### src/rtl/core/dcci_pkg.sv
// Shared types, constants and codes for the day cycle color interpolator.
package dcci_pkg;

  localparam int HOUR_W    = 16;
  localparam int BOUND_W   = 18;
  localparam int COLOR_W   = 32;
  localparam int PHASE_W   = 3;
  localparam int CALC_W    = 20;
  localparam int FRAC_W    = 16;
  localparam int QUO_W     = FRAC_W + 1;
  localparam int REG_IDX_W = 3;

  localparam int CHANNELS_DEF     = 4;
  localparam int CHANNEL_BITS_DEF = 8;
  localparam int MID_DEPTH_DEF    = 4;
  localparam int OUT_DEPTH_DEF    = 2;

  localparam logic signed [BOUND_W-1:0] SUNRISE_BEGIN_RST = 18'sd10240;
  localparam logic signed [BOUND_W-1:0] SUNRISE_END_RST   = 18'sd16384;
  localparam logic signed [BOUND_W-1:0] SUNSET_BEGIN_RST  = 18'sd36864;
  localparam logic signed [BOUND_W-1:0] SUNSET_END_RST    = 18'sd43008;

  typedef enum logic [REG_IDX_W-1:0] {
    REG_SUNRISE_BEGIN = 3'd0,
    REG_SUNRISE_END   = 3'd1,
    REG_SUNSET_BEGIN  = 3'd2,
    REG_SUNSET_END    = 3'd3,
    REG_NIGHT_COLOR   = 3'd4,
    REG_SUNRISE_COLOR = 3'd5,
    REG_DAY_COLOR     = 3'd6,
    REG_SUNSET_COLOR  = 3'd7
  } reg_idx_t;

  typedef enum logic [PHASE_W-1:0] {
    PHASE_NIGHT   = 3'd0,
    PHASE_SUNRISE = 3'd1,
    PHASE_DAY     = 3'd2,
    PHASE_SUNSET  = 3'd3,
    PHASE_NONE    = 3'd4
  } phase_t;

  typedef struct packed {
    logic signed [BOUND_W-1:0] sunrise_begin;
    logic signed [BOUND_W-1:0] sunrise_end;
    logic signed [BOUND_W-1:0] sunset_begin;
    logic signed [BOUND_W-1:0] sunset_end;
    logic [COLOR_W-1:0]        night_color;
    logic [COLOR_W-1:0]        sunrise_color;
    logic [COLOR_W-1:0]        day_color;
    logic [COLOR_W-1:0]        sunset_color;
  } cfg_t;

  typedef struct packed {
    logic [BOUND_W-1:0] num;
    logic [BOUND_W-1:0] den;
    logic               zero;
    logic [COLOR_W-1:0] col_a;
    logic [COLOR_W-1:0] col_b;
    phase_t             phase;
  } mid_item_t;

endpackage

### src/rtl/core/dcci_back.sv
// Back end: pipelined blend factor divider and per channel color blend.
module dcci_back
  import dcci_pkg::*;
#(
  parameter int CHANNELS     = CHANNELS_DEF,
  parameter int CHANNEL_BITS = CHANNEL_BITS_DEF
) (
  input  logic               clk,
  input  logic               rst,
  input  logic               in_valid,
  input  mid_item_t          in_item,
  output logic               in_ready,
  output logic               res_valid,
  output logic [COLOR_W-1:0] res_color,
  output phase_t             res_phase,
  input  logic               out_full
);

  localparam int STAGES = QUO_W;
  localparam int CB     = CHANNEL_BITS;
  localparam int PACKW  = CHANNELS * CB;
  localparam int PADW   = PACKW + COLOR_W;
  localparam logic signed [CB+19:0] RND = (CB+20)'(1) <<< (FRAC_W - 1);

  typedef struct packed {
    logic [BOUND_W-1:0] rem;
    logic [BOUND_W-1:0] den;
    logic               zero;
    logic [QUO_W-1:0]   quo;
    logic [COLOR_W-1:0] col_a;
    logic [COLOR_W-1:0] col_b;
    phase_t             phase;
  } div_t;

  logic [STAGES-1:0] vld;
  div_t              st   [STAGES];
  div_t              src  [STAGES];
  div_t              nx   [STAGES];
  logic [BOUND_W:0]  trial[STAGES];
  logic [STAGES-1:0] ge;
  logic              adv;

  assign adv      = !(res_valid && out_full);
  assign in_ready = adv;

  always_comb begin
    for (int k = 0; k < STAGES; k++) begin
      if (k == 0) begin
        src[k].rem   = in_item.num;
        src[k].den   = in_item.den;
        src[k].zero  = in_item.zero;
        src[k].quo   = '0;
        src[k].col_a = in_item.col_a;
        src[k].col_b = in_item.col_b;
        src[k].phase = in_item.phase;
        trial[k]     = {1'b0, src[k].rem};
      end else begin
        src[k]   = st[k-1];
        trial[k] = {src[k].rem, 1'b0};
      end
      ge[k]      = (trial[k] >= {1'b0, src[k].den});
      nx[k]      = src[k];
      nx[k].rem  = ge[k] ? BOUND_W'(trial[k] - {1'b0, src[k].den})
                         : trial[k][BOUND_W-1:0];
      nx[k].quo  = {src[k].quo[QUO_W-2:0], ge[k]};
    end
  end

  always_ff @(posedge clk) begin
    if (rst) begin
      vld <= '0;
    end else if (adv) begin
      vld <= {vld[STAGES-2:0], in_valid};
    end
  end

  always_ff @(posedge clk) begin
    if (adv) begin
      for (int k = 0; k < STAGES; k++) begin
        st[k] <= nx[k];
      end
    end
  end

  logic [QUO_W-1:0]        fac;
  logic [PADW-1:0]         pad_a, pad_b, res_wide;
  logic [CB-1:0]           ca   [CHANNELS];
  logic [CB-1:0]           cb   [CHANNELS];
  logic [CB-1:0]           v    [CHANNELS];
  logic signed [CB:0]      delta[CHANNELS];
  logic signed [CB+18:0]   prod [CHANNELS];
  logic signed [CB+19:0]   rnd  [CHANNELS];
  logic signed [CB+19:0]   shr  [CHANNELS];

  always_comb begin
    fac      = st[STAGES-1].zero ? '0 : st[STAGES-1].quo;
    pad_a    = {{PACKW{1'b0}}, st[STAGES-1].col_a};
    pad_b    = {{PACKW{1'b0}}, st[STAGES-1].col_b};
    res_wide = '0;
    for (int c = 0; c < CHANNELS; c++) begin
      ca[c]    = pad_a[c*CB +: CB];
      cb[c]    = pad_b[c*CB +: CB];
      delta[c] = $signed({1'b0, cb[c]}) - $signed({1'b0, ca[c]});
      prod[c]  = delta[c] * $signed({1'b0, fac});
      rnd[c]   = $signed({prod[c][CB+18], prod[c]}) + RND;
      shr[c]   = rnd[c] >>> FRAC_W;
      v[c]     = ca[c] + shr[c][CB-1:0];
      res_wide[c*CB +: CB] = v[c];
    end
  end

  always_ff @(posedge clk) begin
    if (rst) begin
      res_valid <= 1'b0;
    end else if (adv) begin
      res_valid <= vld[STAGES-1];
    end
  end

  always_ff @(posedge clk) begin
    if (adv) begin
      res_color <= res_wide[COLOR_W-1:0];
      res_phase <= st[STAGES-1].phase;
    end
  end

endmodule

### config.mk
export PLATFORM = sky130hd
export DESIGN_NAME = dcci_back
export DESIGN_NICKNAME = d
export VERILOG_FILES = /design/src/rtl/core/dcci_pkg.sv /design/src/rtl/core/dcci_back.sv
export SDC_FILE = /design/constraint.sdc
export NUM_CORES = 2
export LEC_CHECK = 0
export ABC_CLOCK_PERIOD_IN_PS = 107200
export BUFFER_PORTS_ARGS = -buffer_cell sky130_fd_sc_hd__buf_2
export CAP_MARGIN = 20
export CORE_UTILIZATION = 64
export DETAILED_ROUTE_END_ITERATION = 12
export PLACE_DENSITY = 0.81
export SLEW_MARGIN = 15
export SYNTH_ARGS = -nofsm -noshare
export SYNTH_HDL_FRONTEND = slang
export SYNTH_SLANG_ARGS = --single-unit
### constraint.sdc
create_clock -name clk -period 107.2 [get_ports clk]
set_input_delay 21.44 -clock clk [delete_from_list [all_inputs] [get_ports clk]]
set_output_delay 21.44 -clock clk [all_outputs]
set_load 0.02 [all_outputs]
==> reports/metrics.json <==
{
  "status": {"value": "finished, final reports clean"},
  "sequential_standard_cell_area": {"value": 58020, "unit": "µm²"},
  "period_needed": {"value": 44.20, "unit": "ns"},
  "postRouteAntennaNets": {"value": 0},
  "chipWidth": {"value": 386.5, "unit": "µm"},
  "port-buffer-count": {"value": 144},
  "route.vias.total": {"value": 52814},
  "cts_sinks": {"value": 1938},
  "maximum_clock_frequency": {"value": 0.02263, "unit": "GHz"},
  "final_estimated_routing_congestion_in_global_placement": {"value": 0.9341},
  "final.fill_count": {"value": 9161},
  "endpoint_class_of_the_critical_path": {"value": "output port"},
  "slew-limit-headroom": {"value": 0.2203},
  "synthesis.area_per_instance": {"value": 14.00, "unit": "µm²"},
  "finalSetupViolations": {"value": 0},
  "grt_antenna_before_repair": {"value": 4},
  "via_count_of_the_first_global_routing_pass": {"value": 55159},
  "viasPerCell": {"value": 5.814},
  "timing.final.crit_share": {"value": 0.4123},
  "yosysSeqAreaShare": {"value": 0.6132},
  "multiInputGateArea": {"value": 33180, "unit": "µm²"},
  "clock_pin_transition_on_the_worst_setup_and_hold_timing_paths": {"value": 0.08, "unit": "ns"},
  "synth_edf_count": {"value": 1920},
  "ff2ff_setup_slack": {"value": 96.61, "unit": "ns"},
  "hold_path_depth": {"value": 0},
  "drt_iter0_markers": {"value": 3904},
  "clock-skew-final": {"value": 0.05343, "unit": "ns"},
  "grt_first_pass_wirelength": {"value": 293400, "unit": "µm"},
  "slew_viol_final": {"value": 0},
  "pin_count_of_the_biggest_net_entering_global_routing": {"value": 195},
  "critical_path_peak_fanout": {"value": 32},
  "floorplan.core_area": {"value": 146300, "unit": "µm²"},
  "critPathArrivalTime": {"value": 22.76, "unit": "ns"},
  "setup.worst_path.class": {"value": "primary input to output port"},
  "post_synth_instance_area": {"value": 94610, "unit": "µm²"},
  "cts_repair_resize_count": {"value": 0},
  "worst_r2r_startpoint": {"value": "st[0][1988]$_DFFE_PN_"},
  "dp_hpwl": {"value": 121300, "unit": "µm"},
  "drtPass1Iterations": {"value": 6},
  "final_layout_size_suffix_gt1_frac": {"value": 0.08973},
  "fp.dieArea": {"value": 149400, "unit": "µm²"},
  "synth_seq_cells": {"value": 1938},
  "reg2regPathDepth": {"value": 33},
  "synthTopCellsByArea": {"value": "edfxtp_1, fa_1, ha_1, inv_1, nor2_1"},
  "yosys_warnings": {"value": 0},
  "primary_flip_flop_cell_chosen_by_synthesis_mapping": {"value": "edfxtp_1"},
  "hold_buffers": {"value": 0},
  "cts_buffer_depth": {"value": 3},
  "synth_top_cell_area_share": {"value": 0.6094},
  "gr-usage-all-layers": {"value": 0.2514},
  "layout-area-overhead-vs-synth": {"value": 9.800, "unit": "%"},
  "setup_tns": {"value": 0, "unit": "ns"},
  "critical_path_required": {"value": 85.76, "unit": "ns"},
  "remaining_drc_errors": {"value": 0},
  "nets": {"value": 8141},
  "io-pin-count": {"value": 145},
  "synthesis.nets": {"value": 7881},
  "clock_tree.htree_level_count": {"value": 4},
  "cts_setup_buffers": {"value": 0},
  "synthDominantAreaCellType": {"value": "edfxtp_1"},
  "global_route.overflow_total": {"value": 0},
  "rsz0062_at_grt": {"value": "false"},
  "cp-endpoint": {"value": "in_ready"},
  "synth.most_common_cell": {"value": "edfxtp_1"},
  "hold_viol_final": {"value": 0},
  "netlist-cell-type-count": {"value": 86},
  "crit_start_category": {"value": "primary input"},
  "number_of_maximum_capacitance_constraint_violations": {"value": 0},
  "die_h": {"value": 386.5, "unit": "µm"},
  "tightest_slew": {"value": 1.164, "unit": "ns"},
  "clkLatencyLatePin": {"value": 0.82, "unit": "ns"},
  "wl_per_cell": {"value": 20.41, "unit": "µm"},
  "async_flop_share": {"value": 0},
  "clock_tree_from_tritoncts": {"value": "yes"},
  "numCtsBuffers": {"value": 183},
  "synth_top_cells_by_count": {"value": "edfxtp_1, inv_1, ha_1"},
  "worstReg2RegEnd": {"value": "res_color[23]$_DFFE_PN_"},
  "clock_tree.root_cell": {"value": "clkbuf_16"},
  "floorplan.initialDensity": {"value": 0.6468},
  "setup.worst_path.start": {"value": "out_full"},
  "synthesis.instances": {"value": 6756},
  "drt_wl_total": {"value": 185400, "unit": "µm"},
  "timing.hold.worst.class": {"value": "flop to flop"},
  "placementRows": {"value": 140}
}
-- layer usage --
metal,up-vias,track usage,part of all wire
met4,6,0.1239,0.051
met1,26118,0.2956,0.38
met5,-,0,0.00022
li1,24346,-,-
met3,548,0.03658,0.051
met2,1796,0.4508,0.52
-- per-stage QoR --
step | cell area (µm²) | worst slack [ns] | utilization | instances | hold slack (ns)
floorplan | 94610 | 12.00 | - | 6756 | 0.4003
global placement | 97800 | 63.09 | 0.6686 | 8745 | 0.4002
detailed placement | 97800 | 63.05 | 0.6686 | 8745 | 0.4045
CTS | 103800 | 63.00 | 0.7098 | 9080 | 0.3678
global route | 103900 | 62.88 | 0.7102 | 9083 | 0.3898
finish | 103900 | 63.00 | 0.7102 | 9084 | 0.3746
-- final cells by class --
type	count	share of cell area
diodes	1	0.00002409
clock buffers	239	0.04690
clock inverters	96	0.01111
inverters	783	0.02839
multi-input cells	3900	0.3194
flip-flops and latches	1938	0.5585
well taps	1917	0.02309
repair buffers	210	0.01261
-- cell usage in the layout (no fill, tap or decap), drive strengths merged, types with 84 or more instances in the layout --
master and count:
a21oi 214, nor2 504, o21ai 296, mux2 90, a21o 112, nand2b 193, ha 573, o21a 87
nor2b 84, buf 210, clkbuf 239, fa 444, inv 786, xnor2 198, edfxtp 1920, nand2 422
xor2 93
-- sequential cells by signal, indices dropped and copies added, names as in the netlist --
| signal | cells |
|---|---|
| st | 1885 |
| res_phase | 3 |
| vld | 17 |
| res_color | 32 |
| res_valid | 1 |
-- how the worst min path moves through the flow --
stage                          start                      to  slack, ns
2_1_floorplan  st[0][1936]$_DFFE_PN_  res_phase[0]$_DFFE_PN_       0.40
3_3_place_gp    st[0][551]$_DFFE_PN_    st[0][673]$_DFFE_PN_       0.40
3_5_place_dp   st[0][1937]$_DFFE_PN_  res_phase[1]$_DFFE_PN_       0.40
4_1_cts        st[0][1887]$_DFFE_PN_   st[0][2009]$_DFFE_PN_       0.37
5_1_grt        st[0][1888]$_DFFE_PN_   st[0][2010]$_DFFE_PN_       0.39
6_report       st[0][1887]$_DFFE_PN_   st[0][2009]$_DFFE_PN_       0.37
-- logic make-up (layout without fill, tap and decap cells) --
group	Yosys count	count (layout)	synth area share
AOI/OAI and AO/OA	944	944	0.06331
xor gates and xnor gates	291	291	0.02694
DFF	1938	1938	0.6132
and+or+nand+nor	1539	1539	0.07698
adders and majority gates	1017	1017	0.1697
muxes	109	109	0.01300
other	0	1	0
buffers and inverters	918	1328	0.03682
-- worst max-delay path, stage by stage --
cell	delay, ns
buf_2	0.08
and2_1	0.66
inv_8	0.26
buf_2	0.28
Power is not shown: default switching activity piles up to over one toggle a cycle in this logic, so the estimate is an artifact.
