$ cat src/rtl/core/dcci_pkg.sv
// Shared types, constants and codes for the day cycle color interpolator.
package dcci_pkg;

  localparam int HOUR_W    = 16;
  localparam int BOUND_W   = 18;
  localparam int COLOR_W   = 32;
  localparam int PHASE_W   = 3;
  localparam int CALC_W    = 20;
  localparam int FRAC_W    = 16;
  localparam int QUO_W     = FRAC_W + 1;
  localparam int REG_IDX_W = 3;

  localparam int CHANNELS_DEF     = 4;
  localparam int CHANNEL_BITS_DEF = 8;
  localparam int MID_DEPTH_DEF    = 4;
  localparam int OUT_DEPTH_DEF    = 2;

  localparam logic signed [BOUND_W-1:0] SUNRISE_BEGIN_RST = 18'sd10240;
  localparam logic signed [BOUND_W-1:0] SUNRISE_END_RST   = 18'sd16384;
  localparam logic signed [BOUND_W-1:0] SUNSET_BEGIN_RST  = 18'sd36864;
  localparam logic signed [BOUND_W-1:0] SUNSET_END_RST    = 18'sd43008;

  typedef enum logic [REG_IDX_W-1:0] {
    REG_SUNRISE_BEGIN = 3'd0,
    REG_SUNRISE_END   = 3'd1,
    REG_SUNSET_BEGIN  = 3'd2,
    REG_SUNSET_END    = 3'd3,
    REG_NIGHT_COLOR   = 3'd4,
    REG_SUNRISE_COLOR = 3'd5,
    REG_DAY_COLOR     = 3'd6,
    REG_SUNSET_COLOR  = 3'd7
  } reg_idx_t;

  typedef enum logic [PHASE_W-1:0] {
    PHASE_NIGHT   = 3'd0,
    PHASE_SUNRISE = 3'd1,
    PHASE_DAY     = 3'd2,
    PHASE_SUNSET  = 3'd3,
    PHASE_NONE    = 3'd4
  } phase_t;

  typedef struct packed {
    logic signed [BOUND_W-1:0] sunrise_begin;
    logic signed [BOUND_W-1:0] sunrise_end;
    logic signed [BOUND_W-1:0] sunset_begin;
    logic signed [BOUND_W-1:0] sunset_end;
    logic [COLOR_W-1:0]        night_color;
    logic [COLOR_W-1:0]        sunrise_color;
    logic [COLOR_W-1:0]        day_color;
    logic [COLOR_W-1:0]        sunset_color;
  } cfg_t;

  typedef struct packed {
    logic [BOUND_W-1:0] num;
    logic [BOUND_W-1:0] den;
    logic               zero;
    logic [COLOR_W-1:0] col_a;
    logic [COLOR_W-1:0] col_b;
    phase_t             phase;
  } mid_item_t;

endpackage

$ cat src/rtl/core/dcci_fifo.sv
// Small first-in first-out queue built from registers.
module dcci_fifo
  import dcci_pkg::*;
#(
  parameter int WIDTH = 8,
  parameter int DEPTH = MID_DEPTH_DEF
) (
  input  logic             clk,
  input  logic             rst,
  input  logic             push,
  input  logic [WIDTH-1:0] wdata,
  output logic             full,
  input  logic             pop,
  output logic [WIDTH-1:0] rdata,
  output logic             empty
);

  localparam int PW   = (DEPTH > 1) ? $clog2(DEPTH) : 1;
  localparam int CNTW = $clog2(DEPTH + 1);

  logic [WIDTH-1:0] mem [DEPTH];
  logic [PW-1:0]    wptr, rptr;
  logic [CNTW-1:0]  cnt;
  logic             do_push, do_pop;

  assign full    = (cnt == CNTW'(DEPTH));
  assign empty   = (cnt == '0);
  assign do_push = push && !full;
  assign do_pop  = pop && !empty;
  assign rdata   = mem[rptr];

  always_ff @(posedge clk) begin
    if (rst) begin
      wptr <= '0;
      rptr <= '0;
      cnt  <= '0;
    end else begin
      if (do_push) begin
        wptr <= (wptr == PW'(DEPTH - 1)) ? '0 : wptr + 1'b1;
      end
      if (do_pop) begin
        rptr <= (rptr == PW'(DEPTH - 1)) ? '0 : rptr + 1'b1;
      end
      if (do_push && !do_pop) begin
        cnt <= cnt + 1'b1;
      end else if (do_pop && !do_push) begin
        cnt <= cnt - 1'b1;
      end
    end
  end

  always_ff @(posedge clk) begin
    if (do_push) begin
      mem[wptr] <= wdata;
    end
  end

endmodule

$ cat config.mk
export PLATFORM = sky130hd
export DESIGN_NAME = dcci_fifo
export DESIGN_NICKNAME = d
export VERILOG_FILES = /design/src/rtl/core/dcci_pkg.sv /design/src/rtl/core/dcci_fifo.sv
export SDC_FILE = /design/constraint.sdc
export NUM_CORES = 1
export LEC_CHECK = 0
export ABC_AREA = 1
export BUFFER_PORTS_ARGS = -buffer_cell sky130_fd_sc_hd__clkbuf_2
export CELL_PAD_IN_SITES_DETAIL_PLACEMENT = 1
export CELL_PAD_IN_SITES_GLOBAL_PLACEMENT = 1
export CORE_AREA = 2 2 69 71
export DETAILED_ROUTE_END_ITERATION = 12
export DIE_AREA = 0 0 71 73
export GPL_ROUTABILITY_DRIVEN = 0
export PLACE_DENSITY_LB_ADDON = 0.1
export SLEW_MARGIN = 20
export SYNTH_ARGS = -nofsm -noshare
export SYNTH_HDL_FRONTEND = slang
export SYNTH_SLANG_ARGS = --single-unit
export TNS_END_PERCENT = 20
$ cat constraint.sdc
create_clock -name clk -period 1.7 [get_ports clk]
set_input_delay 0.34 -clock clk [delete_from_list [all_inputs] [get_ports clk]]
set_output_delay 0.34 -clock clk [all_outputs]
set_load 0.005 [all_outputs]
==> results_dict.tcl, run 1 <==
set metrics [dict create \
    rsz0062_at_grt "yes" \
    die_y_um 73 \
    holdCritPathClass "input port to flip-flop" \
    io_pins 22 \
    place_area_um2 1944 \
    fin_skew_ps 7.150 \
    p_switching_mw 1.054 \
    post_synth.cell_area_avg_um2 11.54 \
    worstSetupEndpointType "flip-flop" \
    power_frac_comb_pct 35.4 \
    vias_per_cell 4.839 \
    cap_viol_max_count 0 \
    multi_input_area_um2 506.7 \
    synth_area_leaders "edfxtp_1 (57%), dfxtp_1 (11%), nor2_1 (7.3%)" \
    synth_cell_types 19 \
    cts_buffers 5 \
    cp-start-kind "flip-flop" \
    cts_sinks 41 \
    r2r_slack_ps 100 \
    drv_slew 0 \
    min_from "rst" \
    grt_max_degree 17 \
    drive_gt1_share_pct 32.45 \
    powerDensity_nw_per_um2 1544 \
    reg2reg_to "cnt[1]" \
    drc_errors 0 \
    finalCriticalPeriod_ps 1602 \
    p_int_mw 2.199 \
    overflow 0 \
    die_x_um 71 \
    cts_tree "done" \
    yosys_warnings 0 \
    port_buffers 21 \
    syn-num-nets 166 \
    clockBufferDepth 2 \
    final_cell_mix "nor2_1 (32), edfxtp_1 (32), clkbuf_2 (21), inv_1 (14), buf_4 (14)" \
    tightest_slew_ps 231.1 \
    min_path_cells 2 \
    clkTransAtPathRegs_ps 70 \
    syn_to_final_growth_pct 24.19 \
    dieArea_um2 5183 \
    peakVddDrop_mv 0.6311 \
    cellLeakagePower_nw 0.8673 \
    core_area_um2 4536 \
    grt_pass1_wl_um 5858 \
    critPathMaxFanout 2 \
    synth_cells 147 \
    routed_wl_um 3558 \
    fin_area_um2 2107 \
    setup_viol 0 \
    r2r_start "cnt[1]" \
    tns_ps 0 \
    postRouteAntennaNets 0 \
    yosys.area.top_type "edfxtp_1" \
    num_vias 1171 \
    finalHoldViolCount 0 \
    min_period_over_period_pct 94.24 \
    p_seq_share_pct 41.5 \
    seq_area_frac_synth_pct 67.26 \
    hold_ws_ps 217.8 \
    wire_per_inst_um 14.70 \
    dpl.cell_count 233 \
    netlist_area_um2 1697 \
    slew_headroom_pct 84.57 \
    hpwl_um 2550 \
    final_cells 242 \
    grt_pass1_vias 1256 \
    initial_core_util_pct 37.41 \
    clkPwrFrac_pct 23.1 \
    p_sw_share_pct 32.40 \
    status "finished clean" \
    required_ps 1880 \
    worstPathArrival_ps 1780 \
    row_count 25 \
    fmax_mhz 624.2 \
    num-nets-final 206 \
    nFillCells 521 \
    antenna_found_initial 0 \
    seq_area_um2 1146 \
    hold_path_end "cnt[0]" \
    worstSetupPathType "flip-flop to flip-flop" \
    diodes 0 \
    reg2reg_depth 9 \
    dr.pass1.iters 3 \
    cts-root-buf "clkbuf_8" \
    cts_max_level 2 \
    worstSkewPairLatency_ps 290 \
    drt_iter0_drc 62 \
    synth_top_area_share_pct 56.64 \
    ys_ff_latch 41 \
    track_usage_pct 14.93 \
]
how the worst max path moves through the flow:
stage	endpoint	startpoint	slack, ps	cells after the start
2_1_floorplan	cnt[1]	cnt[1]	10	9
3_3_place_gp	cnt[1]	cnt[1]	20	9
3_5_place_dp	cnt[1]	cnt[1]	-9	9
4_1_cts	cnt[1]	cnt[1]	-50	9
5_1_grt	cnt[2]	cnt[1]	-10	11
6_report	cnt[1]	cnt[1]	100	9
power groups by stage:
stage | Clock [mW] | Combinational (mW) | Sequential [mW]
after detailed placement | 0 | 1.05 | 1.35
after CTS | 0.773 | 1.08 | 1.33
final | 0.750 | 1.15 | 1.35
after global routing | 0.806 | 1.31 | 1.36
after floorplan | 0 | 0.597 | 1.34
after global placement | 0 | 1.01 | 1.34
what timing repair did:
action | in CTS | in global routing
hold buffers | 0 | 0
buffers inserted | 0 | 1
gates resized for setup | 2 | 19
endpoints found under the setup margin | 8 | 8
pin swaps | 0 | 3
critical path, cell delays in order (launching register included):
cell and delay (ps):
dfxtp_2 340, nor2_4 120, nand2_2 70, nand2_2 70, inv_2 50, ha_4 150
inv_2 70, fa_2 450, o21ai_2 120, nor2_1 50
stage by stage:
step	utilization (%)	total power, mW	setup WS, ps
6_report	46.46	3.253	97.84
2_1_floorplan	-	1.939	9.739
3_5_place_dp	42.87	2.404	-9.278
5_1_grt	46.46	3.482	-13.49
4_1_cts	45.21	3.185	-46.45
3_3_place_gp	42.87	2.351	16.50
sequential cells by signal, summed over array words and instances (netlist names), named ones only:
register	cells
wptr	2
cnt	3
mem	32
rptr	2
cell type report:
| class | instances | share of cell area (%) |
|---|---|---|
| clock buffers | 6 | 3.444 |
| repair buffers | 35 | 9.976 |
| clock inverters | 2 | 1.603 |
| well taps | 54 | 3.207 |
| flip-flops and latches | 41 | 54.39 |
| inverters | 18 | 3.325 |
| multi-input cells | 86 | 24.05 |
Yosys cell counts (all sizes together):
| cell type | n |
|---|---|
| nand3b | 2 |
| dfxtp | 9 |
| fa | 1 |
| a21oi | 2 |
| nor2 | 33 |
| nand4 | 1 |
| o22ai | 8 |
| nand3 | 1 |
| inv | 18 |
| nand2 | 14 |
| ha | 6 |
| xor2 | 1 |
| buf | 2 |
| o21ai | 17 |
| edfxtp | 32 |
per-layer routing:
layer / GRT usage, % / vias to the layer above / part of all wire, % / wire length [um]
met5: 0 / - / 0 / 0
met4: 3.774 / 0 / 0.87 / 31
met3: 4.282 / 4 / 3.3 / 119
met2: 28.66 / 17 / 54 / 1938
met1: 16.07 / 570 / 41 / 1469
li1: - / 580 / - / -
cells by family (layout without fill, tap and decap cells):
kind of cell	after synthesis	in the layout	synth area share (%)
and+or+nand+nor	51	51	12.09
DFF	41	41	67.26
AOI/OAI and AO/OA	27	27	9.218
xor gates and xnor gates	1	1	0.5163
adders and majority gates	7	7	5.605
buffers and inverters	20	61	5.309
No activity file was read; power rests on OpenSTA's default activity.
==> run 2, diff against run 1 <==
- CAP_MARGIN: not set -> 20
- CORE_AREA: 2 2 69 71 -> 2 2 67 69
- CTS_BUF_LIST: not set -> sky130_fd_sc_hd__clkbuf_4 sky130_fd_sc_hd__clkbuf_8
- DIE_AREA: 0 0 71 73 -> 0 0 69 71
==> results_dict.tcl, run 2 (synthesized netlist as in run 1, its figures left out) <==
set metrics [dict create \
    crit_slowest_cell "fa_2" \
    path_buf_inv 2 \
    holdCritPathClass "input port to flip-flop" \
    drt_iter0_drc 40 \
    p_switching_mw 1.061 \
    drive_gt1_share_pct 31.35 \
    min_period_over_period_pct 95.58 \
    grt_max_degree 17 \
    clkPwrFrac_pct 25.0 \
    dr.pass1.iters 4 \
    peakVddDrop_mv 0.6021 \
    slew_headroom_pct 84.45 \
    antenna_found_initial 0 \
    clkTransAtPathRegs_ps 80 \
    fmax_mhz 615.4 \
    ctsHoldBuffers 0 \
    syn_to_final_growth_pct 23.75 \
    critical_path.cell_chain "nor2_4 > nand2_2 > nand2_2 > inv_1 > ha_4 > inv_2 > fa_2 > o21ai_2 > nor2_1" \
    power_frac_comb_pct 33.4 \
    routed_wl_um 3544 \
    finalHoldViolCount 0 \
    p_int_mw 2.215 \
    max_stage_delay_ps 430 \
    p_sw_share_pct 32.39 \
    required_ps 1880 \
    num_vias 1140 \
    p_seq_share_pct 41.6 \
    clockBufferDepth 2 \
    worstSetupEndpointType "flip-flop" \
    worstSkewPairLatency_ps 290 \
    vias_per_cell 4.810 \
    die_x_um 69 \
    tns_ps 0 \
    top_register "mem" \
    row_count 24 \
    core_area_um2 4204 \
    cpMostUsedCell "nand2_2" \
    cellLeakagePower_nw 0.8591 \
    final_cell_mix "nor2_1 (32), edfxtp_1 (32), clkbuf_2 (21), inv_1 (15), o21ai_0 (12)" \
    track_usage_pct 15.69 \
    status "finished clean" \
    cts_buffers 5 \
    diodes 0 \
    nFillCells 467 \
    port_buffers 21 \
    num-nets-final 203 \
    cts_tree "done" \
    rsz0062_at_grt "yes" \
    overflow 0 \
    crit_family "adder cells" \
    wire_per_inst_um 14.95 \
    critPathMaxFanout 2 \
    drv_slew 0 \
    cts_sinks 41 \
    hold_ws_ps 203.0 \
    largest_reg_flops 32 \
    powerDensity_nw_per_um2 1560 \
    worstSetupPathType "flip-flop to flip-flop" \
    postRouteAntennaNets 0 \
    tightest_slew_ps 233.0 \
    die_y_um 71 \
    initial_core_util_pct 40.36 \
    cp-start-kind "flip-flop" \
    dieArea_um2 4899 \
    io_pins 22 \
    grt_pass1_wl_um 5823 \
    hpwl_um 2476 \
    finalCriticalPeriod_ps 1625 \
    cts-root-buf "clkbuf_8" \
    cts_max_level 2 \
    largestRegisters "mem: 32 flops, cnt: 3 flops" \
    drc_errors 0 \
    grt_pass1_vias 1260 \
    fin_skew_ps 8.356 \
    worstPathArrival_ps 1810 \
    cap_viol_max_count 0 \
    setup_viol 0 \
]
-- run 2: worst reg2reg max path: stages, from the launching register on --
cell and delay, ps:
dfxtp_2 340, nor2_4 130, nand2_2 70, nand2_2 70
inv_1 70, ha_4 170, inv_2 60, fa_2 430
o21ai_2 130, nor2_1 50
-- run 2: routing by layer --
metal / GRT usage, % / part of all wire [%]
met5: 0 / 0
met4: 6.100 / 1.4
met3: 3.846 / 2.6
met2: 30.88 / 58
met1: 15.74 / 38
-- run 2: timing repair --
action,4_1_cts,5_1_grt
pin swaps,0,2
gates resized for setup,5,16
buffers inserted,0,0
endpoints found under the setup margin,10,10
-- run 2: layout make-up --
type	count	area (um2)	area share [%]
inverters	18	70.07	3.337
clock inverters	2	37.54	1.788
clock buffers	6	82.58	3.933
multi-input cells	86	504.2	24.02
repair buffers	32	191.4	9.118
flip-flops and latches	41	1149	54.71
well taps	52	65.06	3.099
-- run 2: worst paths after layout --
kind / startpoint / cells after the start / slack, ps / end
setup / recovery: cnt[0] / 9 / 80 / cnt[1]
hold reg to reg: rptr[1] / 2 / 550 / flip-flop
hold / removal: rst / 2 / 200 / cnt[0]
setup reg to reg: cnt[0] / 9 / 80 / cnt[1]
-- run 2: stage by stage --
step | instances | utilization [%] | area [um2] | power [mW] | setup slack, ps
5_1_grt | 237 | 49.94 | 2100 | 3.510 | -29.93
2_1_floorplan | 147 | - | 1697 | 1.939 | 9.739
3_3_place_gp | 229 | 45.83 | 1927 | 2.316 | 26.75
6_report | 237 | 49.94 | 2100 | 3.276 | 75.09
4_1_cts | 237 | 48.87 | 2054 | 3.212 | -28.51
3_5_place_dp | 229 | 45.83 | 1927 | 2.374 | -68.74
-- run 2: power by group through the flow --
stage / registers, mW / clock network, mW / logic, mW
final: 1.36 / 0.819 / 1.10
after global routing: 1.38 / 0.877 / 1.25
after CTS: 1.34 / 0.831 / 1.04
after detailed placement: 1.36 / 0 / 1.02
after global placement: 1.34 / 0 / 0.972
after floorplan: 1.34 / 0 / 0.597
