### src/rtl/core/dcci_pkg.sv
// Shared types, constants and codes for the day cycle color interpolator.
package dcci_pkg;

  localparam int HOUR_W    = 16;
  localparam int BOUND_W   = 18;
  localparam int COLOR_W   = 32;
  localparam int PHASE_W   = 3;
  localparam int CALC_W    = 20;
  localparam int FRAC_W    = 16;
  localparam int QUO_W     = FRAC_W + 1;
  localparam int REG_IDX_W = 3;

  localparam int CHANNELS_DEF     = 4;
  localparam int CHANNEL_BITS_DEF = 8;
  localparam int MID_DEPTH_DEF    = 4;
  localparam int OUT_DEPTH_DEF    = 2;

  localparam logic signed [BOUND_W-1:0] SUNRISE_BEGIN_RST = 18'sd10240;
  localparam logic signed [BOUND_W-1:0] SUNRISE_END_RST   = 18'sd16384;
  localparam logic signed [BOUND_W-1:0] SUNSET_BEGIN_RST  = 18'sd36864;
  localparam logic signed [BOUND_W-1:0] SUNSET_END_RST    = 18'sd43008;

  typedef enum logic [REG_IDX_W-1:0] {
    REG_SUNRISE_BEGIN = 3'd0,
    REG_SUNRISE_END   = 3'd1,
    REG_SUNSET_BEGIN  = 3'd2,
    REG_SUNSET_END    = 3'd3,
    REG_NIGHT_COLOR   = 3'd4,
    REG_SUNRISE_COLOR = 3'd5,
    REG_DAY_COLOR     = 3'd6,
    REG_SUNSET_COLOR  = 3'd7
  } reg_idx_t;

  typedef enum logic [PHASE_W-1:0] {
    PHASE_NIGHT   = 3'd0,
    PHASE_SUNRISE = 3'd1,
    PHASE_DAY     = 3'd2,
    PHASE_SUNSET  = 3'd3,
    PHASE_NONE    = 3'd4
  } phase_t;

  typedef struct packed {
    logic signed [BOUND_W-1:0] sunrise_begin;
    logic signed [BOUND_W-1:0] sunrise_end;
    logic signed [BOUND_W-1:0] sunset_begin;
    logic signed [BOUND_W-1:0] sunset_end;
    logic [COLOR_W-1:0]        night_color;
    logic [COLOR_W-1:0]        sunrise_color;
    logic [COLOR_W-1:0]        day_color;
    logic [COLOR_W-1:0]        sunset_color;
  } cfg_t;

  typedef struct packed {
    logic [BOUND_W-1:0] num;
    logic [BOUND_W-1:0] den;
    logic               zero;
    logic [COLOR_W-1:0] col_a;
    logic [COLOR_W-1:0] col_b;
    phase_t             phase;
  } mid_item_t;

endpackage

### src/rtl/core/dcci_front.sv
// Front end: classifies an hour into a region and prepares the blend operands.
module dcci_front
  import dcci_pkg::*;
(
  input  cfg_t              cfg,
  input  logic [HOUR_W-1:0] hour,
  output mid_item_t         item
);

  function automatic logic signed [CALC_W-1:0] sext(input logic [BOUND_W-1:0] v);
    return $signed({{(CALC_W-BOUND_W){v[BOUND_W-1]}}, v});
  endfunction

  logic signed [CALC_W-1:0] h, sb, se, tb, te, lo, hi, diff, nabs, dlen;
  logic                     in_rise;
  logic [COLOR_W-1:0]       first_col, second_col, mid_col;

  always_comb begin
    h  = $signed({{(CALC_W-HOUR_W){1'b0}}, hour});
    sb = sext(cfg.sunrise_begin);
    se = sext(cfg.sunrise_end);
    tb = sext(cfg.sunset_begin);
    te = sext(cfg.sunset_end);
    in_rise    = (h <= se);
    lo         = in_rise ? sb : tb;
    hi         = in_rise ? se : te;
    mid_col    = in_rise ? cfg.sunrise_color : cfg.sunset_color;
    first_col  = in_rise ? cfg.night_color : cfg.day_color;
    second_col = in_rise ? cfg.day_color : cfg.night_color;
    diff = lo + hi - (h <<< 1);
    nabs = diff[CALC_W-1] ? -diff : diff;
    dlen = hi - lo;
  end

  always_comb begin
    item.num   = '0;
    item.den   = '0;
    item.zero  = 1'b1;
    item.col_a = '0;
    item.col_b = '0;
    item.phase = PHASE_NONE;
    if ((h < sb) || (h > te)) begin
      item.col_a = cfg.night_color;
      item.col_b = cfg.night_color;
      item.phase = PHASE_NIGHT;
    end else if (in_rise || (h >= tb)) begin
      item.num   = nabs[BOUND_W-1:0];
      item.den   = dlen[BOUND_W-1:0];
      item.zero  = (dlen == '0);
      item.col_a = mid_col;
      item.col_b = diff[CALC_W-1] ? second_col : first_col;
      item.phase = in_rise ? PHASE_SUNRISE : PHASE_SUNSET;
    end else if (h < tb) begin
      item.col_a = cfg.day_color;
      item.col_b = cfg.day_color;
      item.phase = PHASE_DAY;
    end
  end

endmodule

### config.mk
export PLATFORM = sky130hd
export DESIGN_NAME = dcci_front
export DESIGN_NICKNAME = d
export VERILOG_FILES = /design/src/rtl/core/dcci_pkg.sv /design/src/rtl/core/dcci_front.sv
export SDC_FILE = /design/constraint.sdc
export NUM_CORES = 1
export LEC_CHECK = 0
export ABC_AREA = 1
export BUFFER_PORTS_ARGS = -buffer_cell sky130_fd_sc_hd__buf_2
export CAP_MARGIN = 10
export CORE_MARGIN = 4
export CORE_UTILIZATION = 56
export DETAILED_ROUTE_END_ITERATION = 16
export PLACE_DENSITY = 0.91
export SLEW_MARGIN = 20
export SYNTH_ARGS = -nofsm -noshare
export SYNTH_HDL_FRONTEND = slang
export SYNTH_SLANG_ARGS = --single-unit
### constraint.sdc
create_clock -name vclk -period 7.9
set_input_delay 0.79 -clock vclk [all_inputs]
set_output_delay 0.79 -clock vclk [all_outputs]
set_load 0.02 [all_outputs]
==> summary.txt, run 1 <==
Final layout
  – Num sequential: 0
  – Layout cells sized above 1: 19.8%
  – FF+latch area: 0 µm²
  – Fin nets: 2,106
  – Non-Filler Instances: 1,949
  – Count of clock buffers in the final design: 0
  – Syn-to-layout area delta: 20.8%

Route
  – 1st-pass router iterations: 6
  – Drt drc: 0
  – DRT Wirelength: 33.7 mm
  – Drt wl/cell: 17.3 µm
  – DR vias/cell: 5.58
  – Antenna Nets Post-Route: 0
  – Via count: 10,900
  – DRT iter0 DRCs: 1,292

Pwr
  – Clock power frac: 0%
  – Maximum vdd drop: 0.0779 mV
  – P_sw: 860 µW
  – Pwr/cell area: 137 mW/mm²
  – Part of the power in registers: 0%
  – Lkg Pwr: 0.00608 µW
  – Cell Int Power: 426 µW
  – Switch share: 66.9%
  – Comb power frac: 100.0%

Place
  – Routability cong.: 1.09
  – DP Wirelength: 29.0 mm
  – Post-placement cell count: 1,946
  – IO Port Bufs: 319

Floorplan
  – Starting Density: 57.8%
  – Die height: 126 µm
  – I/O Pins: 320
  – Site row count: 42
  – Die width: 126 µm
  – Die footprint: 0.0158 mm²
  – Core area: 0.0134 mm²

Critical path
  – Slowest CP cell: nand2_4
  – CP startpoint kind: input pin
  – CP required: 7.11 ns
  – Cell mode on critical path: nand2_1
  – Crit-path max FO: 58
  – Critical path buffers and inverters: 6
  – Critical path arrival: 6.14 ns
  – Crit path max-delay family: simple AND/OR/NAND/NOR gates
  – Critical path capture point type: output pin
  – Setup Crit Path Kind: in -> out
  – CP peak stage delay: 0.45 ns

Yosys
  – Post-synthesis sequential area ratio: 0%
  – Cell Area, Synth: 0.00774 mm²
  – Synth warn: 0
  – Avg Inst Size Synth: 5.18 µm²
  – Post-Syn Nets: 1,827
  – Cell count after synthesis: 1,493
  – Library cells used by synthesis: 42
  – Leading area contributor after synthesis: nand2_1
  – Share of Yosys cell area claimed by the top area cell type: 27.2%
  – Synth area leaders: nand2_1 27%, ha_1 16%, inv_1 12%

Worst hold path
  – Worst Hold Class: in -> out
  – Hold Crit Start: cfg[106]
  – Hold EP: item[13]
  – Worst hold stages: 4

Run status
  – Status: completed

GRT
  – Overflow after GRT: 0
  – Antenna violations before repair: 4
  – Largest net degree at the start of global routing: 67
  – GR Util All Layers: 40.1%
  – Via count of the first global-routing pass: 9,985
  – First-pass GRT wire length: 51.7 mm

Clock tree
  – Post-CTS resize count: 0
  – Hold_buf cts: 0
  – Setup bufs post-CTS: 0

STA
  – Final TNS setup: 0 ns
  – Fin. Hold Viols: 0
  – Max Slew Vio Count: 0
  – Worst Tran Pin Value: 0.706 ns
  – Max Clk Rate: 144 MHz
  – Period utilization: 87.7%
  – Period minus WS final: 6.93 ns
  – Slew HR: 53.0%
  – # setup viols final: 0
  – Unrepaired setup endpoints after global routing: false

Run
  – Max-Cap Viols: 0
area by class of cell:
class,instances,area (µm²)
Timing Repair Buffer,326,1650
Multi-Input combinational cell,1186,6500
Antenna cell,3,7.51
Tap cell,176,220
Fill cell,1327,4050
Inverter,258,972
worst max path at each step:
stage / startpoint / end / depth (start not counted)
after global routing: cfg[173] / item[27] / 28
after global placement: cfg[173] / item[10] / 29
after floorplan: cfg[173] / item[100] / 27
final: hour[15] / item[14] / 27
after detailed placement: hour[15] / item[27] / 28
after CTS: hour[15] / item[27] / 28
worst min-delay path, cell delays in order:
cell	delay [ns]
buf_2	0.09
nand2_1	0.05
nand2_1	0.04
buf_2	0.15
stage by stage:
step	hold slack [ns]	setup WS (ns)	cell area (µm²)	total power [µW]	util [%]
floorplan	1.75	2.45	7740	899	-
global placement	1.90	1.20	9350	1230	69.7
detailed placement	1.91	1.11	9350	1250	69.7
CTS	1.91	1.10	9350	1250	69.7
global route	1.92	0.560	9350	1420	69.8
finish	1.91	0.971	9350	1290	69.8
synth_stat cells (4+ instances only):
master      n
nand2_1   561
inv_1     251
nand3_1   133
ha_1      101
nor2_1     99
nand3b_1   66
a21oi_1    64
o21ai_0    49
nand4_1    23
clkbuf_1   18
buf_2      17
fa_1       17
nor3_1     12
buf_4      11
xnor2_1     9
and2_1      6
nand2_2     6
xor2_1      5
inv_2       4
nand2_4     4
o21a_1      4
o21bai_1    4
placed cells by master, fill, tap and decap left out, drive strengths merged:
cell / count
ha: 101
nor3: 13
and3: 1
o2111ai: 1
a21oi: 64
diode: 3
inv: 256
fa: 17
buf: 326
and2: 6
or2: 4
o21a: 4
nand2: 571
o21ai: 51
nand3: 134
nand4: 24
clkinv: 2
a21boi: 2
o211ai: 1
nor4: 4
o21bai: 4
a2bb2oi: 2
xnor2: 9
conb: 1
xor2: 5
nand3b: 66
nor2: 101
per-layer routing:
| metal | GRT usage, % | share of wire, % |
|---|---|---|
| met1 | 51.5 | 39 |
| met2 | 65.3 | 44 |
| met3 | 9.59 | 12 |
| met4 | 14.7 | 4.5 |
| met5 | 0 | 0.027 |
power by group through the flow:
stage          combinational (µW)  clock, µW  sequential, µW
2_1_floorplan                 899          0               0
3_3_place_gp                 1230          0               0
3_5_place_dp                 1250          0               0
4_1_cts                      1250          0               0
5_1_grt                      1420  0.0000508               0
6_report                     1290  0.0000509               0
cell families after synthesis:
| logic type | synth area share (%) |
|---|---|
| AOI/OAI and AO/OA | 8.84 |
| xor gates and xnor gates | 1.58 |
| adders and majority gates | 20.7 |
| buffers and inverters | 16.0 |
| other | 0.0485 |
| and+or+nand+nor | 52.8 |
No activity file was read; power rests on OpenSTA's default activity.
==> inputs of run 2 (changes only) <==
--- a/config.mk
+++ b/config.mk
@@ -9,9 +9,9 @@
 export BUFFER_PORTS_ARGS = -buffer_cell sky130_fd_sc_hd__buf_2
 export CAP_MARGIN = 10
 export CORE_MARGIN = 4
-export CORE_UTILIZATION = 56
+export CORE_UTILIZATION = 47
 export DETAILED_ROUTE_END_ITERATION = 16
-export PLACE_DENSITY = 0.91
+export PLACE_DENSITY = 0.82
 export SLEW_MARGIN = 20
 export SYNTH_ARGS = -nofsm -noshare
 export SYNTH_HDL_FRONTEND = slang
==> constraint.sdc (replaced) <==
create_clock -name vclk -period 5.65
set_input_delay 0.565 -clock vclk [all_inputs]
set_output_delay 0.565 -clock vclk [all_outputs]
set_load 0.02 [all_outputs]
==> summary.txt, run 2 (synthesis gave the netlist of run 1 again) <==
Run status
  – Status: completed (unchanged)

Worst hold path
  – Worst Hold Class: in -> out (unchanged)
  – Worst hold stages: 4 (unchanged)

Critical path
  – Critical path capture point type: output pin (unchanged)
  – Crit-path max FO: 38 (was 58)
  – CP required: 5.09 ns (was 7.11 ns)
  – Critical path arrival: 4.84 ns (was 6.14 ns)
  – Setup Crit Path Kind: in -> out (unchanged)
  – CP startpoint kind: input pin (unchanged)

Run
  – Max-Cap Viols: 0 (unchanged)

STA
  – Final TNS setup: 0 ns (unchanged)
  – Period utilization: 95.7%
  – Fin. Hold Viols: 0 (unchanged)
  – Period minus WS final: 5.41 ns
  – Worst Tran Pin Value: 0.811 ns (was 0.706 ns)
  – Max Clk Rate: 185 MHz
  – WHS: 1.46 ns (was 1.91 ns)
  – Max Slew Vio Count: 0 (unchanged)
  – Slew HR: 45.8% (was 53.0%)
  – Setup ws final: 0.241 ns (was 0.971 ns)
  – # setup viols final: 0 (unchanged)

GRT
  – First-pass GRT wire length: 50.8 mm (was 51.7 mm)
  – Via count of the first global-routing pass: 9,887 (was 9,985)
  – Largest net degree at the start of global routing: 46 (was 67)
  – GR Util All Layers: 34.6% (was 40.1%)
  – Overflow after GRT: 0 (unchanged)
  – Antenna violations before repair: 3 (was 4)

Final layout
  – Num sequential: 0 (unchanged)
  – Syn-to-layout area delta: 27.6% (was 20.8%)
  – Layout cells sized above 1: 22.4% (was 19.8%)
  – Count of clock buffers in the final design: 0 (unchanged)
  – FF+latch area: 0 µm² (unchanged)
  – Fin nets: 2,152 (was 2,106)
  – Most frequent cells in the layout: 560 x nand2_1, 318 x buf_2, 251 x inv_1, 133 x nand3_1, 99 x ha_1 (was 561 x nand2_1, 319 x buf_2, 251 x inv_1, 133 x nand3_1, 101 x ha_1)
  – Most common cell after layout, fill and taps aside: nand2_1 (unchanged)
  – Final instance area: 0.00987 mm² (was 0.00935 mm²)

Clock tree
  – Hold_buf cts: 0 (unchanged)

Route
  – 1st-pass router iterations: 6 (unchanged)
  – Drt wl/cell: 16.6 µm (was 17.3 µm)
  – DRT iter0 DRCs: 842 (was 1,292)
  – Drt drc: 0 (unchanged)
  – DR vias/cell: 5.22 (was 5.58)
  – DRT Wirelength: 33.7 mm (about the same)
  – Antenna Nets Post-Route: 0 (unchanged)
  – Via count: 10,600 (was 10,900)

Floorplan
  – Die width: 136 µm (was 126 µm)
  – Starting Density: 48.4% (was 57.8%)
  – Core area: 0.0160 mm² (was 0.0134 mm²)
  – Die footprint: 0.0186 mm² (was 0.0158 mm²)
  – Die height: 136 µm (was 126 µm)
  – I/O Pins: 320 (unchanged)
  – Site row count: 46 (was 42)

Place
  – IO Port Bufs: 319 (unchanged)
  – Placed inst area: 0.00978 mm² (was 0.00935 mm²)
  – DP Wirelength: 29.2 mm (was 29.0 mm)
  – Routability cong.: 1.03 (was 1.09)
  – Pre-CTS setup slack: -0.0522 ns (was 1.11 ns)

Pwr
  – Lkg Pwr: 0.00633 µW (was 0.00608 µW)
  – Pwr/cell area: 192 mW/mm² (was 137 mW/mm²)
  – P_sw: 1210 µW (was 860 µW)
  – Pwr Total: 1890 µW (was 1290 µW)
  – Part of the power in registers: 0% (about the same)
  – Clock power frac: 0% (about the same)
  – Switch share: 64.1% (was 66.9%)
  – Cell Int Power: 679 µW (was 426 µW)
  – Maximum vdd drop: 0.111 mV (was 0.0779 mV)
  – Comb power frac: 100.0% (about the same)
## run 2: changes by cell type in the layout (fill, tap and decap cells not counted), sizes merged
| cell | delta |
|---|---|
| buf | +45 |
| clkbuf | +1 |
## run 2: layout make-up
class / instances / area [µm²]
fillers: 1700 / 6130
multi-input cells: 1186 / 6550
repair buffers: 372 / 2080
diodes: 3 / 7.51
well taps: 216 / 270
inverters: 258 / 972
## run 2: critical path: stages
cell	delay [ns]
buf_2	0.16
ha_1	0.31
nand2_1	0.10
nor4_4	0.33
nand2_1	0.11
nand3_2	0.11
nand2_4	0.10
buf_12	0.18
o21ai_0	0.37
fa_1	0.49
ha_1	0.32
nand2_1	0.15
inv_1	0.06
nand2_1	0.06
nand2_1	0.06
nand2_1	0.06
nand2_1	0.05
nor2_1	0.09
nand3_1	0.11
nand2_4	0.09
clkinv_2	0.06
nand2_2	0.06
nand2_2	0.05
nand2_4	0.13
buf_12	0.18
nand3_1	0.17
nand2_1	0.13
buf_2	0.17
## run 2: path summary, 6_finish.rpt
kind,from,to,slack (ns)
worst max-delay path,hour[15],item[9],0.24
worst min-delay path,cfg[98],item[5],1.46
## run 2: per-layer routing
layer	global-route usage (%)	share of wire [%]	up-vias
met4	9.46	3.5	0
li1	-	-	5353
met1	44.9	41	4704
met5	0	0	-
met2	59.5	47	500
met3	5.03	8.4	73
## run 2: what timing repair did
| action | in CTS | in global routing |
|---|---|---|
| cloned | 0 | 1 |
| pin swaps | 0 | 3 |
| setup buffers | 0 | 1 |
| endpoints found under the setup margin | 9 | 43 |
| gates resized for setup | 1 | 32 |
## run 2: metrics by stage
| step | cells | util, % |
|---|---|---|
| after floorplan | 1493 | - |
| after global placement | 2030 | 61.1 |
| after detailed placement | 2030 | 61.1 |
| after CTS | 2030 | 61.1 |
| after global routing | 2034 | 61.7 |
| final | 2035 | 61.7 |
## run 2: power groups by stage
stage          Sequential, µW  Combinational [µW]  Clock, µW
6_report                    0                1890  0.0000711
5_1_grt                     0                2110  0.0000473
4_1_cts                     0                1850          0
3_5_place_dp                0                1840          0
3_3_place_gp                0                1820          0
2_1_floorplan               0                1260          0
